$ cat config.mk
export PLATFORM = sky130hd
export DESIGN_NAME = ssr_row_upd
export DESIGN_NICKNAME = d
export VERILOG_FILES = /design/src/sv/ssr_pkg.sv /design/src/sv/ssr_row_upd.sv
export SDC_FILE = /design/constraint.sdc
export NUM_CORES = 1
export LEC_CHECK = 0
export BUFFER_PORTS_ARGS = -buffer_cell sky130_fd_sc_hd__buf_2
export CORE_ASPECT_RATIO = 1.1
export CORE_MARGIN = 4
export CORE_UTILIZATION = 50
export DETAILED_ROUTE_END_ITERATION = 10
export GPL_TIMING_DRIVEN = 0
export PLACE_DENSITY = 0.84
export SLEW_MARGIN = 40
export SYNTH_ARGS = -nofsm -noshare
export SYNTH_HDL_FRONTEND = slang
export SYNTH_SLANG_ARGS = --single-unit
$ cat constraint.sdc
create_clock -name vclk -period 4.65
set_input_delay 0.2325 -clock vclk [all_inputs]
set_output_delay 0.2325 -clock vclk [all_outputs]
set_load 0.05 [all_outputs]
$ cat src/sv/ssr_pkg.sv
`default_nettype none

package ssr_pkg;

    // Command codes
    localparam logic CMD_VICTIM = 1'b0;
    localparam logic CMD_UPDATE = 1'b1;

    // RRPV and counter constants
    localparam logic [1:0] RRPV_MAX    = 2'd3;
    localparam logic [1:0] RRPV_INSERT = 2'd2;
    localparam logic [1:0] RRPV_HIT    = 2'd0;
    localparam logic [1:0] CTR_MAX     = 2'd3;
    localparam logic [1:0] CTR_MIN     = 2'd0;
    localparam logic [1:0] CTR_INIT    = 2'd2;

    // Signature hash
    localparam int PC_W        = 30;
    localparam int SIG_SHIFT_A = 12;
    localparam int SIG_SHIFT_B = 20;

    typedef enum logic [1:0] {
        ST_CLEAR,
        ST_IDLE,
        ST_HASH,
        ST_EXEC
    } ssr_state_t;

    // Per-item control handed to the row update logic
    typedef struct packed {
        logic cmd;
        logic hit;
        logic set_ok;
        logic way_ok;
    } ssr_item_ctl_t;

    // Write enables and flags returned by the row update logic
    typedef struct packed {
        logic row_we;
        logic ctr_we;
        logic reuse;
    } ssr_upd_ctl_t;

endpackage

`default_nettype wire

$ cat src/sv/ssr_row_upd.sv
`default_nettype none

// Read-modify-write logic for one set row and one signature counter.
module ssr_row_upd #(
    parameter int NUM_WAYS = 16,
    parameter int WAY_W    = $clog2(NUM_WAYS)
) (
    input  wire logic [2*NUM_WAYS-1:0]  row,
    input  wire logic [1:0]             ctr,
    input  wire ssr_pkg::ssr_item_ctl_t ctl,
    input  wire logic [3:0]             way_index,
    output logic      [2*NUM_WAYS-1:0]  new_row,
    output logic      [1:0]             new_ctr,
    output logic      [3:0]             victim_way,
    output ssr_pkg::ssr_upd_ctl_t       upd
);

    logic [NUM_WAYS-1:0]   hi_vec, lo_vec, is_top;
    logic [1:0]            top, lift, newv;
    logic [2*NUM_WAYS-1:0] aged_row, repl_row;
    logic [WAY_W-1:0]      vic_idx;

    always_comb
    begin
        for (int w = 0; w < NUM_WAYS; w++)
        begin
            hi_vec[w] = row[2*w+1];
            lo_vec[w] = row[2*w];
        end
        // largest RRPV in the set
        top[1] = |hi_vec;
        top[0] = top[1] ? |(hi_vec & lo_vec) : |lo_vec;
        lift   = ssr_pkg::RRPV_MAX - top;

        if (ctl.hit)
        begin
            newv = ssr_pkg::RRPV_HIT;
        end
        else if (ctr[1])
        begin
            newv = ssr_pkg::RRPV_INSERT;
        end
        else
        begin
            newv = ssr_pkg::RRPV_MAX;
        end

        for (int w = 0; w < NUM_WAYS; w++)
        begin
            aged_row[2*w +: 2] = row[2*w +: 2] + lift;
            is_top[w]          = (row[2*w +: 2] == top);
            repl_row[2*w +: 2] = (32'(way_index) == 32'(w)) ? newv : row[2*w +: 2];
        end

        // lowest way that reaches the maximum after ageing
        vic_idx = '0;
        for (int w = NUM_WAYS - 1; w >= 0; w--)
        begin
            if (is_top[w])
            begin
                vic_idx = WAY_W'(w);
            end
        end

        if (ctl.hit)
        begin
            new_ctr = (ctr == ssr_pkg::CTR_MAX) ? ctr : ctr + 2'd1;
        end
        else
        begin
            new_ctr = (ctr == ssr_pkg::CTR_MIN) ? ctr : ctr - 2'd1;
        end

        unique case (ctl.cmd)
            ssr_pkg::CMD_VICTIM:
            begin
                new_row    = aged_row;
                victim_way = ctl.set_ok ? 4'(vic_idx) : 4'd0;
                upd.row_we = ctl.set_ok;
                upd.ctr_we = 1'b0;
                upd.reuse  = 1'b0;
            end
            ssr_pkg::CMD_UPDATE:
            begin
                new_row    = repl_row;
                victim_way = 4'd0;
                upd.row_we = ctl.set_ok && ctl.way_ok;
                upd.ctr_we = 1'b1;
                upd.reuse  = !ctl.hit && ctr[1];
            end
            default:
            begin
                new_row    = row;
                victim_way = 4'd0;
                upd        = '0;
            end
        endcase
    end

endmodule

`default_nettype wire

==> run metrics <==
post-route cell area 2290 um2; WS Path Type primary input to output port; Fillers between 300 and 400; largest stage delay on the critical path about 0.6 ns; peak supply drop about 0.1 mV; Hold Startpoint ctl[1]; routability congestion estimate about 0.96; num sequential 0; CP Cell Sequence buf_2, or4_4, nor4_4, buf_6, buf_6, buf_6, mux2i_4, ha_1, o21ai_0, and2_1, nand3_1, a41oi_1, buf_2; worst hold path type primary input to output port; Via density 6.45; f_max approximately 240 MHz; Post-DRT Antenna Nets 0; initial antenna violation count 0; Pre-antenna DRT Iters 6; Endpoint, Worst Hold upd[2]; most used cell, CP buf_6; core area ~3400 um2; Slew @ Worst Pin 0.679 ns; register area share after synthesis 0%; pin count of the biggest net entering global routing 17; port bufs slightly below 80; commonest non-fill, non-tap cell in the layout buf_2; status finished clean; Crit. End Element output port; Final setup viols 0; Starting Density a little over half; ant diodes 0; Power, Total 0.290 mW; Post-CTS Repair Setup Buffers 0; Routed WL between 7000 and 8000 um; synthesized instance count 291; Slew headroom between 50% and 60%; library cells used by synthesis 46; cts hold-fix bufs 0; IO Pins 83; HPWL after detailed placement 6080 um; Die ar. 4680 um2; hold path depth 3; # clk buffers 0; Final Hold Viols 0; Cell Area, Placed approximately 2300 um2; die height a little over 70 um; worst path required time 4.42 ns; ratio of cells with drive above 1 in the final layout about a quarter; grt ovf 0; vias in the first global route between 2,000 and 3,000; Synth-to-Final Area Change 25.7%; crit path time final approximately 4.1 ns; Synthesized Nets approximately 350; Nets 430; 1st-iter DRT viols about 280; Max stage delay cell, worst path or4_4; Slew Limit Fails 0; Max Cap Viol 0; period utilization 89.2%; DR WL/cell 18.4 um; Post-Syn Area 1820 um2; static leakage between 1 and 1.5 nW; DR vias ~2,700; die width 65.6 um; Crit Path Max Fanout 16; first-pass GRT wire length roughly 12,000 um; CP arrival around 3.9 ns; Register Area 0 um2; Avg Cell Area, Syn between 6 and 7 um2; RSZ-0062 raised after global routing false; most frequent cells in the layout buf_2, nor2_1, a21oi_1; DRC 0; # rows 22; Total GRT Usage 31.9%; CTS resizes 0; count of warnings emitted by yosys 0; type of origin of the critical path primary input; power density over the cells 126 nW/um2
[Yosys cell counts (3+ instances only)]
cell type   n  share of area, %
ha_1       16                11
o211ai_1    8               3.3
nor2b_1     4               1.4
inv_1       3              0.62
buf_6       3               1.9
a22o_1      4               1.9
clkbuf_1    9               1.9
nand2_1    13               2.7
nor3_1     23               6.3
or3_1       4               1.4
a21oi_1    37                10
nand2b_1    5               1.7
nor2_1     49                10
nor4_1      4               1.4
o21ai_0    17               4.7
nand3_1     9               2.5
buf_1       5               1.0
or4_4       3               1.9
o21ai_1     9               2.5
o211a_1     7               3.8
a221oi_1    4               1.9
a211oi_1    6               2.5
nand4_1     6               2.1
mux2i_1     8               4.4
o21a_1      7               2.9
[cell type report]
cell class | instances | area, um2 | share of cell area (%)
inverter | 4 | 15.0 | 0.655
timing repair buffer | 79 | 395 | 17.2
buffer | 21 | 111 | 4.86
tap | 48 | 60.1 | 2.62
multi-input combinational | 266 | 1710 | 74.6
[worst max-delay path by stage]
stage / start / to / slack, ns / depth (start not counted)
floorplan: row[25] / victim_way[3] / 0.18 / 11
global placement: row[25] / victim_way[2] / -0.17 / 13
detailed placement: row[25] / victim_way[2] / 0.55 / 13
CTS: row[25] / victim_way[2] / 0.54 / 13
global route: row[25] / victim_way[2] / 0.34 / 13
finish: row[25] / victim_way[2] / 0.50 / 13
[where the power goes]
group          internal, mW  total, mW  switching [mW]
Combinational        0.0793      0.290           0.210
Clock                     0          0               0
Sequential                0          0               0
Total                0.0793      0.290           0.210
[per-stage QoR]
step	hold WS [ns]	cells	TNS, ns	util, %	setup WS, ns
global placement	0.857	418	-0.387	66.8	-0.174
global route	0.870	418	0	67.2	0.336
finish	0.858	418	0	67.2	0.500
detailed placement	0.855	418	0	67.2	0.551
floorplan	0.632	291	0	-	0.183
CTS	0.857	418	0	67.2	0.543
[critical path: cells and delay by family]
kind / cells / cell delay [ns]
AO/OA/AOI/OAI: 2 / 0.51
AND/OR/NAND/NOR: 4 / 1.26
multiplexers: 1 / 0.56
adder cells (fa/ha/maj): 1 / 0.38
buffers and inverters: 5 / 0.95
[routing by layer]
layer  vias to the layer above  GRT usage [%]  part of all wire [%]
met5                         -              0                     0
li1                       1280              -                     -
met1                      1212           41.1                    41
met2                       178           54.8                    46
met3                        26           2.35                    10
met4                         0           12.2                   3.1
[cells by family (layout without fill, tap and decap cells)]
logic type	after synthesis	in the layout	synth area share [%]
xor+xnor	1	1	0.480
buf+inv	25	104	6.93
compound gates	111	111	40.9
mux	8	8	4.39
simple gates	128	128	35.3
fa+ha+maj	18	18	12.1
No activity file was read; power rests on OpenSTA's default activity.
