## src/sv/ssr_pkg.sv

```systemverilog
`default_nettype none

package ssr_pkg;

    // Command codes
    localparam logic CMD_VICTIM = 1'b0;
    localparam logic CMD_UPDATE = 1'b1;

    // RRPV and counter constants
    localparam logic [1:0] RRPV_MAX    = 2'd3;
    localparam logic [1:0] RRPV_INSERT = 2'd2;
    localparam logic [1:0] RRPV_HIT    = 2'd0;
    localparam logic [1:0] CTR_MAX     = 2'd3;
    localparam logic [1:0] CTR_MIN     = 2'd0;
    localparam logic [1:0] CTR_INIT    = 2'd2;

    // Signature hash
    localparam int PC_W        = 30;
    localparam int SIG_SHIFT_A = 12;
    localparam int SIG_SHIFT_B = 20;

    typedef enum logic [1:0] {
        ST_CLEAR,
        ST_IDLE,
        ST_HASH,
        ST_EXEC
    } ssr_state_t;

    // Per-item control handed to the row update logic
    typedef struct packed {
        logic cmd;
        logic hit;
        logic set_ok;
        logic way_ok;
    } ssr_item_ctl_t;

    // Write enables and flags returned by the row update logic
    typedef struct packed {
        logic row_we;
        logic ctr_we;
        logic reuse;
    } ssr_upd_ctl_t;

endpackage

`default_nettype wire

```

## src/sv/ssr_sig_unit.sv

```systemverilog
`default_nettype none

// Signature hash and reduction modulo SIG_ENTRIES by reciprocal multiplication.
module ssr_sig_unit #(
    parameter int SIG_ENTRIES = 1024,
    parameter int SIG_AW      = $clog2(SIG_ENTRIES)
) (
    input  wire logic                    clk,
    input  wire logic                    rst_n,
    input  wire logic                    start,
    input  wire logic [ssr_pkg::PC_W-1:0] pc,
    output logic                         sig_valid,
    output logic      [SIG_AW-1:0]       sig
);

    localparam int PW = ssr_pkg::PC_W;
    localparam logic [31:0]     SIG_RECIP = 32'((64'd1 << PW) / SIG_ENTRIES);
    localparam logic [PW-1:0]   MOD_W     = PW'(SIG_ENTRIES);
    localparam logic [SIG_AW:0] MOD_C     = (SIG_AW + 1)'(SIG_ENTRIES);

    logic                v1_reg, v2_reg, v3_reg;
    logic [PW-1:0]       hash;
    logic [PW+31:0]      prod1;
    logic [PW-1:0]       h1_reg, h1_next;
    logic [PW-1:0]       q1_reg, q1_next;
    logic [PW-1:0]       rem_full;
    logic [SIG_AW:0]     rem2_reg, rem2_next;
    logic [SIG_AW:0]     rem_fix;
    logic [SIG_AW-1:0]   sig3_reg, sig3_next;

    always_comb
    begin
        hash      = pc ^ (pc >> ssr_pkg::SIG_SHIFT_A) ^ (pc >> ssr_pkg::SIG_SHIFT_B);
        prod1     = (PW + 32)'(hash) * (PW + 32)'(SIG_RECIP);
        h1_next   = hash;
        // estimate is the true quotient or one below it
        q1_next   = prod1[2*PW-1:PW];
        rem_full  = h1_reg - (q1_reg * MOD_W);
        rem2_next = rem_full[SIG_AW:0];
        rem_fix   = (rem2_reg >= MOD_C) ? (rem2_reg - MOD_C) : rem2_reg;
        sig3_next = rem_fix[SIG_AW-1:0];
    end

    always_ff @(posedge clk or negedge rst_n)
    begin
        if (!rst_n)
        begin
            v1_reg <= 1'b0;
            v2_reg <= 1'b0;
            v3_reg <= 1'b0;
        end
        else
        begin
            v1_reg <= start;
            v2_reg <= v1_reg;
            v3_reg <= v2_reg;
        end
    end

    always_ff @(posedge clk)
    begin
        if (start)
        begin
            h1_reg <= h1_next;
            q1_reg <= q1_next;
        end
        if (v1_reg)
        begin
            rem2_reg <= rem2_next;
        end
        if (v2_reg)
        begin
            sig3_reg <= sig3_next;
        end
    end

    assign sig_valid = v3_reg;
    assign sig       = sig3_reg;

    a_sig_in_range: assert property (@(posedge clk) disable iff (!rst_n)
        sig_valid |-> (32'(sig) < SIG_ENTRIES))
        else $error("signature beyond table size");

endmodule

`default_nettype wire

```

## config.mk

```make
export PLATFORM = sky130hd
export DESIGN_NAME = ssr_sig_unit
export DESIGN_NICKNAME = d
export VERILOG_FILES = /design/src/sv/ssr_pkg.sv /design/src/sv/ssr_sig_unit.sv
export SDC_FILE = /design/constraint.sdc
export NUM_CORES = 1
export LEC_CHECK = 0
export BUFFER_PORTS_ARGS = -buffer_cell sky130_fd_sc_hd__buf_2
export CAP_MARGIN = 10
export CORE_ASPECT_RATIO = 0.7
export CORE_MARGIN = 2
export CORE_UTILIZATION = 35
export CTS_CLUSTER_SIZE = 28
export DETAILED_ROUTE_END_ITERATION = 16
export HOLD_SLACK_MARGIN = 0.02
export SYNTH_ARGS = -nofsm -noshare
export SYNTH_HDL_FRONTEND = slang
export SYNTH_SLANG_ARGS = --single-unit
```

## constraint.sdc

```tcl
create_clock -name clk -period 1 [get_ports clk]
set_input_delay 0.1 -clock clk [delete_from_list [all_inputs] [get_ports clk]]
set_output_delay 0.1 -clock clk [all_outputs]
set_load 0.02 [all_outputs]
```

==> results of run 1 <==
[per-stage QoR]
stage | instances | worst slack (ns) | power, mW | instance area [µm²] | util [%]
3_3_place_gp | 133 | 0.156 | 2.00 | 1490 | 46.2
4_1_cts | 142 | 0.0661 | 3.02 | 1590 | 49.3
5_1_grt | 142 | 0.0480 | 3.13 | 1590 | 49.3
3_5_place_dp | 133 | 0.124 | 2.02 | 1490 | 46.2
6_report | 142 | 0.0852 | 2.99 | 1590 | 49.3
2_1_floorplan | 43 | 0.157 | 1.89 | 1210 | -
[metal layers]
| metal | part of all wire (%) | wire [µm] |
|---|---|---|
| met5 | 0 | 0 |
| met4 | 2.2 | 38 |
| met3 | 7.5 | 132 |
| met2 | 53 | 934 |
| met1 | 37 | 647 |
[cells by family after synthesis]
family	count (synthesis)	share of synthesized area, %
DFF	33	80.4
xor gates and xnor gates	10	19.6
[final cells by class]
class	count	area (µm²)	area share (%)
multi-input cells	10	238	14.9
clock buffers	8	90.1	5.66
well taps	47	58.8	3.69
repair buffers	44	230	14.5
flip-flops and latches	33	976	61.3
[power groups by stage]
stage	logic (mW)	registers (mW)	clock network, mW
after global routing	0.303	1.73	1.10
after detailed placement	0.279	1.74	0
after CTS	0.285	1.71	1.02
after floorplan	0.108	1.78	0
final	0.278	1.71	0.996
after global placement	0.268	1.73	0
[how the worst max path moves through the flow]
| stage | endpoint | depth (start not counted) | slack, ns | start |
|---|---|---|---|---|
| floorplan | rem2_reg[0] | 0 | 0.16 | v1_reg |
| global placement | h1_reg[9] | 2 | 0.16 | pc[21] |
| detailed placement | h1_reg[9] | 2 | 0.12 | pc[21] |
| CTS | sig[4] | 1 | 0.07 | sig[4] |
| global route | sig[0] | 1 | 0.05 | sig[0] |
| finish | sig[4] | 1 | 0.09 | sig[4] |
[synth_stat cells]
cell / count / area share, %
sky130_fd_sc_hd__xor3_1: 10 / 20
sky130_fd_sc_hd__edfxtp_1: 30 / 74
sky130_fd_sc_hd__dfrtp_1: 3 / 6.2
==> metrics.md, run 1 <==
| Metric | Value |
|---|---|
| Cell with the largest stage delay on the worst path | `sky130_fd_sc_hd__edfxtp_1` |
| CTS tree | `yes` |
| Worst IR drop on VDD | `0.000958 V` |
| Unique masters post-synth | `3` |
| Final setup viols | `0` |
| Die Wd | `~74 µm` |
| Routed vias/inst | `about 4` |
| Final total negative setup slack | `0 ns` |
| Classification of the worst-slack hold path | `in -> reg` |
| Max Slew Vio Count | `0` |
| Number of global-route vias before repair | `643` |
| Routing usage on met1 | `~9.9%` |
| Wire length per cell | `approximately 12 µm` |
| Terminus of the critical flop-to-flop path | `sig[1]` |
| Clock edge transition at the registers on the reported setup and hold paths | `approximately 0.07 ns` |
| Die area | `0.00396 mm²` |
| Setup fix buffers added after clock tree synthesis | `0` |
| MaxCap Viol Count | `0` |
| Violation count after the first detailed-routing iteration | `27` |
| Cell internal power dissipation | `2.41 mW` |
| Total number of clock tree sinks | `33` |
| Routability congestion estimate | `about 0.58` |
| Routed wire length | `1750 µm` |
| Critical-path cell list | `buf_2` |
| Setup crit start kind | `flop` |
| Hold buffer count at cts | `1` |
| Peak-usage layer in the global routing report | `met2` |
| Start point of the worst hold path | `start` |
| Antenna fix cells | `0` |
| Biggest fanout along the worst timing path | `1` |
| Power share of the clock group | `about a third` |
| Largest net degree at the start of global routing | `12` |
| Initial Utilization | `37.5%` |
| RSZ-0062 raised after global routing | `false` |
| Buf+Inv Stages, Crit Path | `1` |
| Seq pwr share | `a little under three fifths` |
| DRC viols | `0` |
| Power Density | `1880 mW/mm²` |
| Overall via count from detail_route | `roughly 580` |
| Synthesized area per cell | `roughly 28 µm²` |
| Hold Path End | `v1_reg` |
| Met2 usage in global routing | `19.5%` |
| Number of register bits inferred by synthesis | `33` |
| Layout-stage area growth over the synthesis result | `31.2%` |
| Fraction of layout cells with a size suffix above 1 | `51.6%` |
| Global-route wire length before repair | `between 2000 and 3000 µm` |
| Maximum clock frequency | `roughly 1.1 GHz` |
| Arrival time at the worst endpoint | `0.81 ns` |
| Type of the setup path with the least slack | `reg -> out` |
| Kind of cell adding the most delay to the critical path | `flip-flops` |
| Count of standard-cell rows | `17` |
| Maximum count of clock buffers along a single path | `2` |
| Yosys warning count | `0` |
| Crit Reg-Reg Startpoint | `v2_reg` |
| Worst-case hold slack | `between 0.09 and 0.1 ns` |
| Root cell of the clock tree | `sky130_fd_sc_hd__clkbuf_8` |
| Final worst path period share | `between 90% and 100%` |
| Reg2Reg Setup Slack | `between 0.15 and 0.2 ns` |
| Highest-count cells in the layout ignoring fill and taps | `sky130_fd_sc_hd__buf_2 (41), sky130_fd_sc_hd__edfxtp_1 (30), sky130_fd_sc_hd__xor3_1 (10)` |
| GRT Residual Overflow | `0` |
| Gate Count Post-Synth | `43` |
| Met3 global-route usage | `5.14%` |
| Net count of the mapped netlist | `76` |
| First-pass DRT Iterations | `3` |
| Most common cell after layout, fill and taps aside | `sky130_fd_sc_hd__buf_2` |
| Actual transition at the worst max-transition pin | `0.261 ns` |
| Standard cell core area | `0.00323 mm²` |
| Sequential element share of the synthesized area | `roughly four fifths` |
| Data required time at the worst endpoint | `~0.90 ns` |
| Post-detailed-route count of antenna-violating nets | `0` |
| I/O Pins | `44` |
| Outcome | `complete, no violations` |
| GR Util All Layers | `between 10% and 20%` |
| Hold-critical path depth | `1` |
| Min Tclk post-route | `about 0.91 ns` |
| Leakage Power | `approximately 0.70 nW` |
| Depth of the most critical reg-to-reg path | `1` |
| Crit-path max cell delay | `roughly 0.37 ns` |
| Number of input and output port buffers inserted | `approximately 40` |
| Net switching power of the design | `about 580 µW` |
| Nets | `127` |
| Number of buffers inserted during clock tree synthesis | `5` |
| Number of instances resized during post-cts repair | `0` |
| Sw frac | `19.4%` |
| Floorplan die height | `around 53 µm` |
| Maximum clock skew at final layout | `approximately 0.005 ns` |
| Portion of total power attributed to combinational logic | `9.3%` |
| Latest clock arrival within the worst-skew pair | `around 0.28 ns` |
| Initial antenna violation count | `0` |
| Endpoint type of the worst setup path | `output pin` |
| Number of levels the H-tree was split into | `2` |
| Number of fill cells | `between 200 and 300` |
| Final Hold Viols | `0` |
| Netlist Area Pre-Place | `0.00121 mm²` |
| Headroom to the max-slew limit | `~83%` |
Note: power is estimated with default switching activity, not from simulation.
==> run 2, diff against run 1 <==
==> constraint.sdc (replaced) <==
create_clock -name clk -period 1.1 [get_ports clk]
set_input_delay 0.11 -clock clk [delete_from_list [all_inputs] [get_ports clk]]
set_output_delay 0.11 -clock clk [all_outputs]
set_load 0.01 [all_outputs]
==> run 2 against run 1 <==
Compared with the run above: largest cell class unchanged; flip-flop and latch count stayed put; die area stayed put; critical path depth down 1; first-iteration DRC count decreased by 30%; clock power down 10%; critical endpoint is now rem2_reg[5]; utilization shrank 0.23 points; register-to-register slack lost 0.07 ns; routed wire length fell by 5.2%; combinational power decreased by 22%; clock skew up 0.0021 ns; total power fell by 10%; sequential share of layout area up 0.29 points; critical path type is now reg -> reg.
==> metrics.md, run 2 (synthesis gave the netlist of run 1 again) <==
| Metric | Value |
|---|---|
| Clock edge transition at the registers on the reported setup and hold paths | `0.06 ns` |
| Die area | `between 0.003 and 0.004 mm²` |
| Overall via count from detail_route | `around 560` |
| RSZ-0062 raised after global routing | `false` |
| CTS tree | `yes` |
| Type of the setup path with the least slack | `reg -> reg` |
| Final Hold Viols | `0` |
| Arrival time at the worst endpoint | `about 0.89 ns` |
| MaxCap Viol Count | `0` |
| Classification of the worst-slack hold path | `in -> reg` |
| GRT Residual Overflow | `0` |
| Outcome | `complete, no violations` |
| Worst IR drop on VDD | `0.000854 V` |
| Headroom to the max-slew limit | `a little over two thirds` |
| Power Density | `1690 mW/mm²` |
| Initial antenna violation count | `0` |
| Number of global-route vias before repair | `592` |
| Leakage Power | `about 0.7 nW` |
| Setup crit start kind | `flop` |
| Number of input and output port buffers inserted | `41` |
| Cell area after layout | `~0.0016 mm²` |
| DRC viols | `0` |
| Final worst path period share | `about nine tenths` |
| Number of levels the H-tree was split into | `2` |
| Nets | `126` |
| Die Wd | `around 74 µm` |
| Highest-count cells in the layout ignoring fill and taps | `sky130_fd_sc_hd__buf_2 (41), sky130_fd_sc_hd__edfxtp_1 (30), sky130_fd_sc_hd__xor3_1 (10)` |
| Routed wire length | `roughly 1700 µm` |
| Utilization after layout | `49.0%` |
| Latest clock arrival within the worst-skew pair | `around 0.28 ns` |
| Root cell of the clock tree | `sky130_fd_sc_hd__clkbuf_8` |
| Endpoint type of the worst setup path | `flop` |
| Antenna fix cells | `0` |
| Worst-case hold slack | `0.103 ns` |
| Number of buffers inserted during clock tree synthesis | `5` |
| Post-detailed-route count of antenna-violating nets | `0` |
| Final total negative setup slack | `0 ns` |
| Initial Utilization | `~38%` |
| Standard cell core area | `0.00323 mm²` |
| Routability congestion estimate | `just under 0.6` |
| Actual transition at the worst max-transition pin | `between 0.4 and 0.5 ns` |
| Violation count after the first detailed-routing iteration | `19` |
| Biggest fanout along the worst timing path | `11` |
| Largest net degree at the start of global routing | `12` |
| Post-detail-place hpwl | `1220 µm` |
| Total number of clock tree sinks | `33` |
| Floorplan die height | `53.3 µm` |
| Data required time at the worst endpoint | `roughly 1.0 ns` |
| Layout-stage area growth over the synthesis result | `30.6%` |
| Final setup viols | `0` |
| Maximum clock skew at final layout | `a little over 0.007 ns` |
| I/O Pins | `44` |
| Instance area after placement | `roughly 0.0015 mm²` |
| Routed vias/inst | `3.96` |
| Most common cell after layout, fill and taps aside | `sky130_fd_sc_hd__buf_2` |
| GR Util All Layers | `about a tenth` |
| First-pass DRT Iterations | `3` |
| Min Tclk post-route | `0.975 ns` |
| Maximum clock frequency | `around 1.0 GHz` |
| Wire length per cell | `~12 µm` |
| Max Slew Vio Count | `0` |
| Fraction of layout cells with a size suffix above 1 | `between 50% and 60%` |
| Global-route wire length before repair | `2570 µm` |
| Maximum count of clock buffers along a single path | `2` |
| Number of instances resized during post-cts repair | `0` |
| Count of standard-cell rows | `17` |
==> run 2: cell count changes in the layout (fill, tap and decap cells not counted), sizes merged <==
| cell | previous run | this run |
|---|---|---|
| buf | 43 | 42 |
==> run 2: metrics by stage <==
step,worst slack [ns],cells,power (mW)
detailed placement,0.124,132,1.82
global placement,0.162,132,1.80
CTS,0.106,141,2.72
finish,0.125,141,2.68
global route,0.0693,141,2.81
floorplan,0.257,43,1.70
==> run 2: area by class of cell <==
type | instances | area [µm²]
clock buffer | 8 | 90.1
fill | 294 | 1650
multi-input combinational | 10 | 238
sequential | 33 | 976
tap | 47 | 58.8
timing repair buffer | 43 | 223
==> run 2: layer usage <==
metal  vias up  wire [µm]  global-route usage [%]
met5         -          0                       0
met4         0          0                    5.36
met3         0        157                    6.10
met2        27        867                    16.2
met1       260        636                    9.93
li1        272          -                       -
==> run 2: timing repair <==
action	4_1_cts	5_1_grt
buffers inserted	0	0
hold endpoints to repair	3	0
hold buffers	1	0
==> run 2: power by group <==
| part | switching (mW) | internal [mW] |
|---|---|---|
| sequential | 0.0365 | 1.53 |
| combinational | 0.0712 | 0.147 |
| clock | 0.385 | 0.509 |
==> run 2: final timing paths <==
check,from,to,slack [ns],depth (start not counted)
worst max-delay path,v1_reg,rem2_reg[5],0.12,0
max in group asynchronous,rst_n,v2_reg,0.83,2
worst max register to register,v1_reg,rem2_reg[5],0.12,0
min in group asynchronous,rst_n,sig_valid,0.16,2
worst min register to register,rem2_reg[9],sig[9],0.42,0
worst min-delay path,start,v1_reg,0.10,1
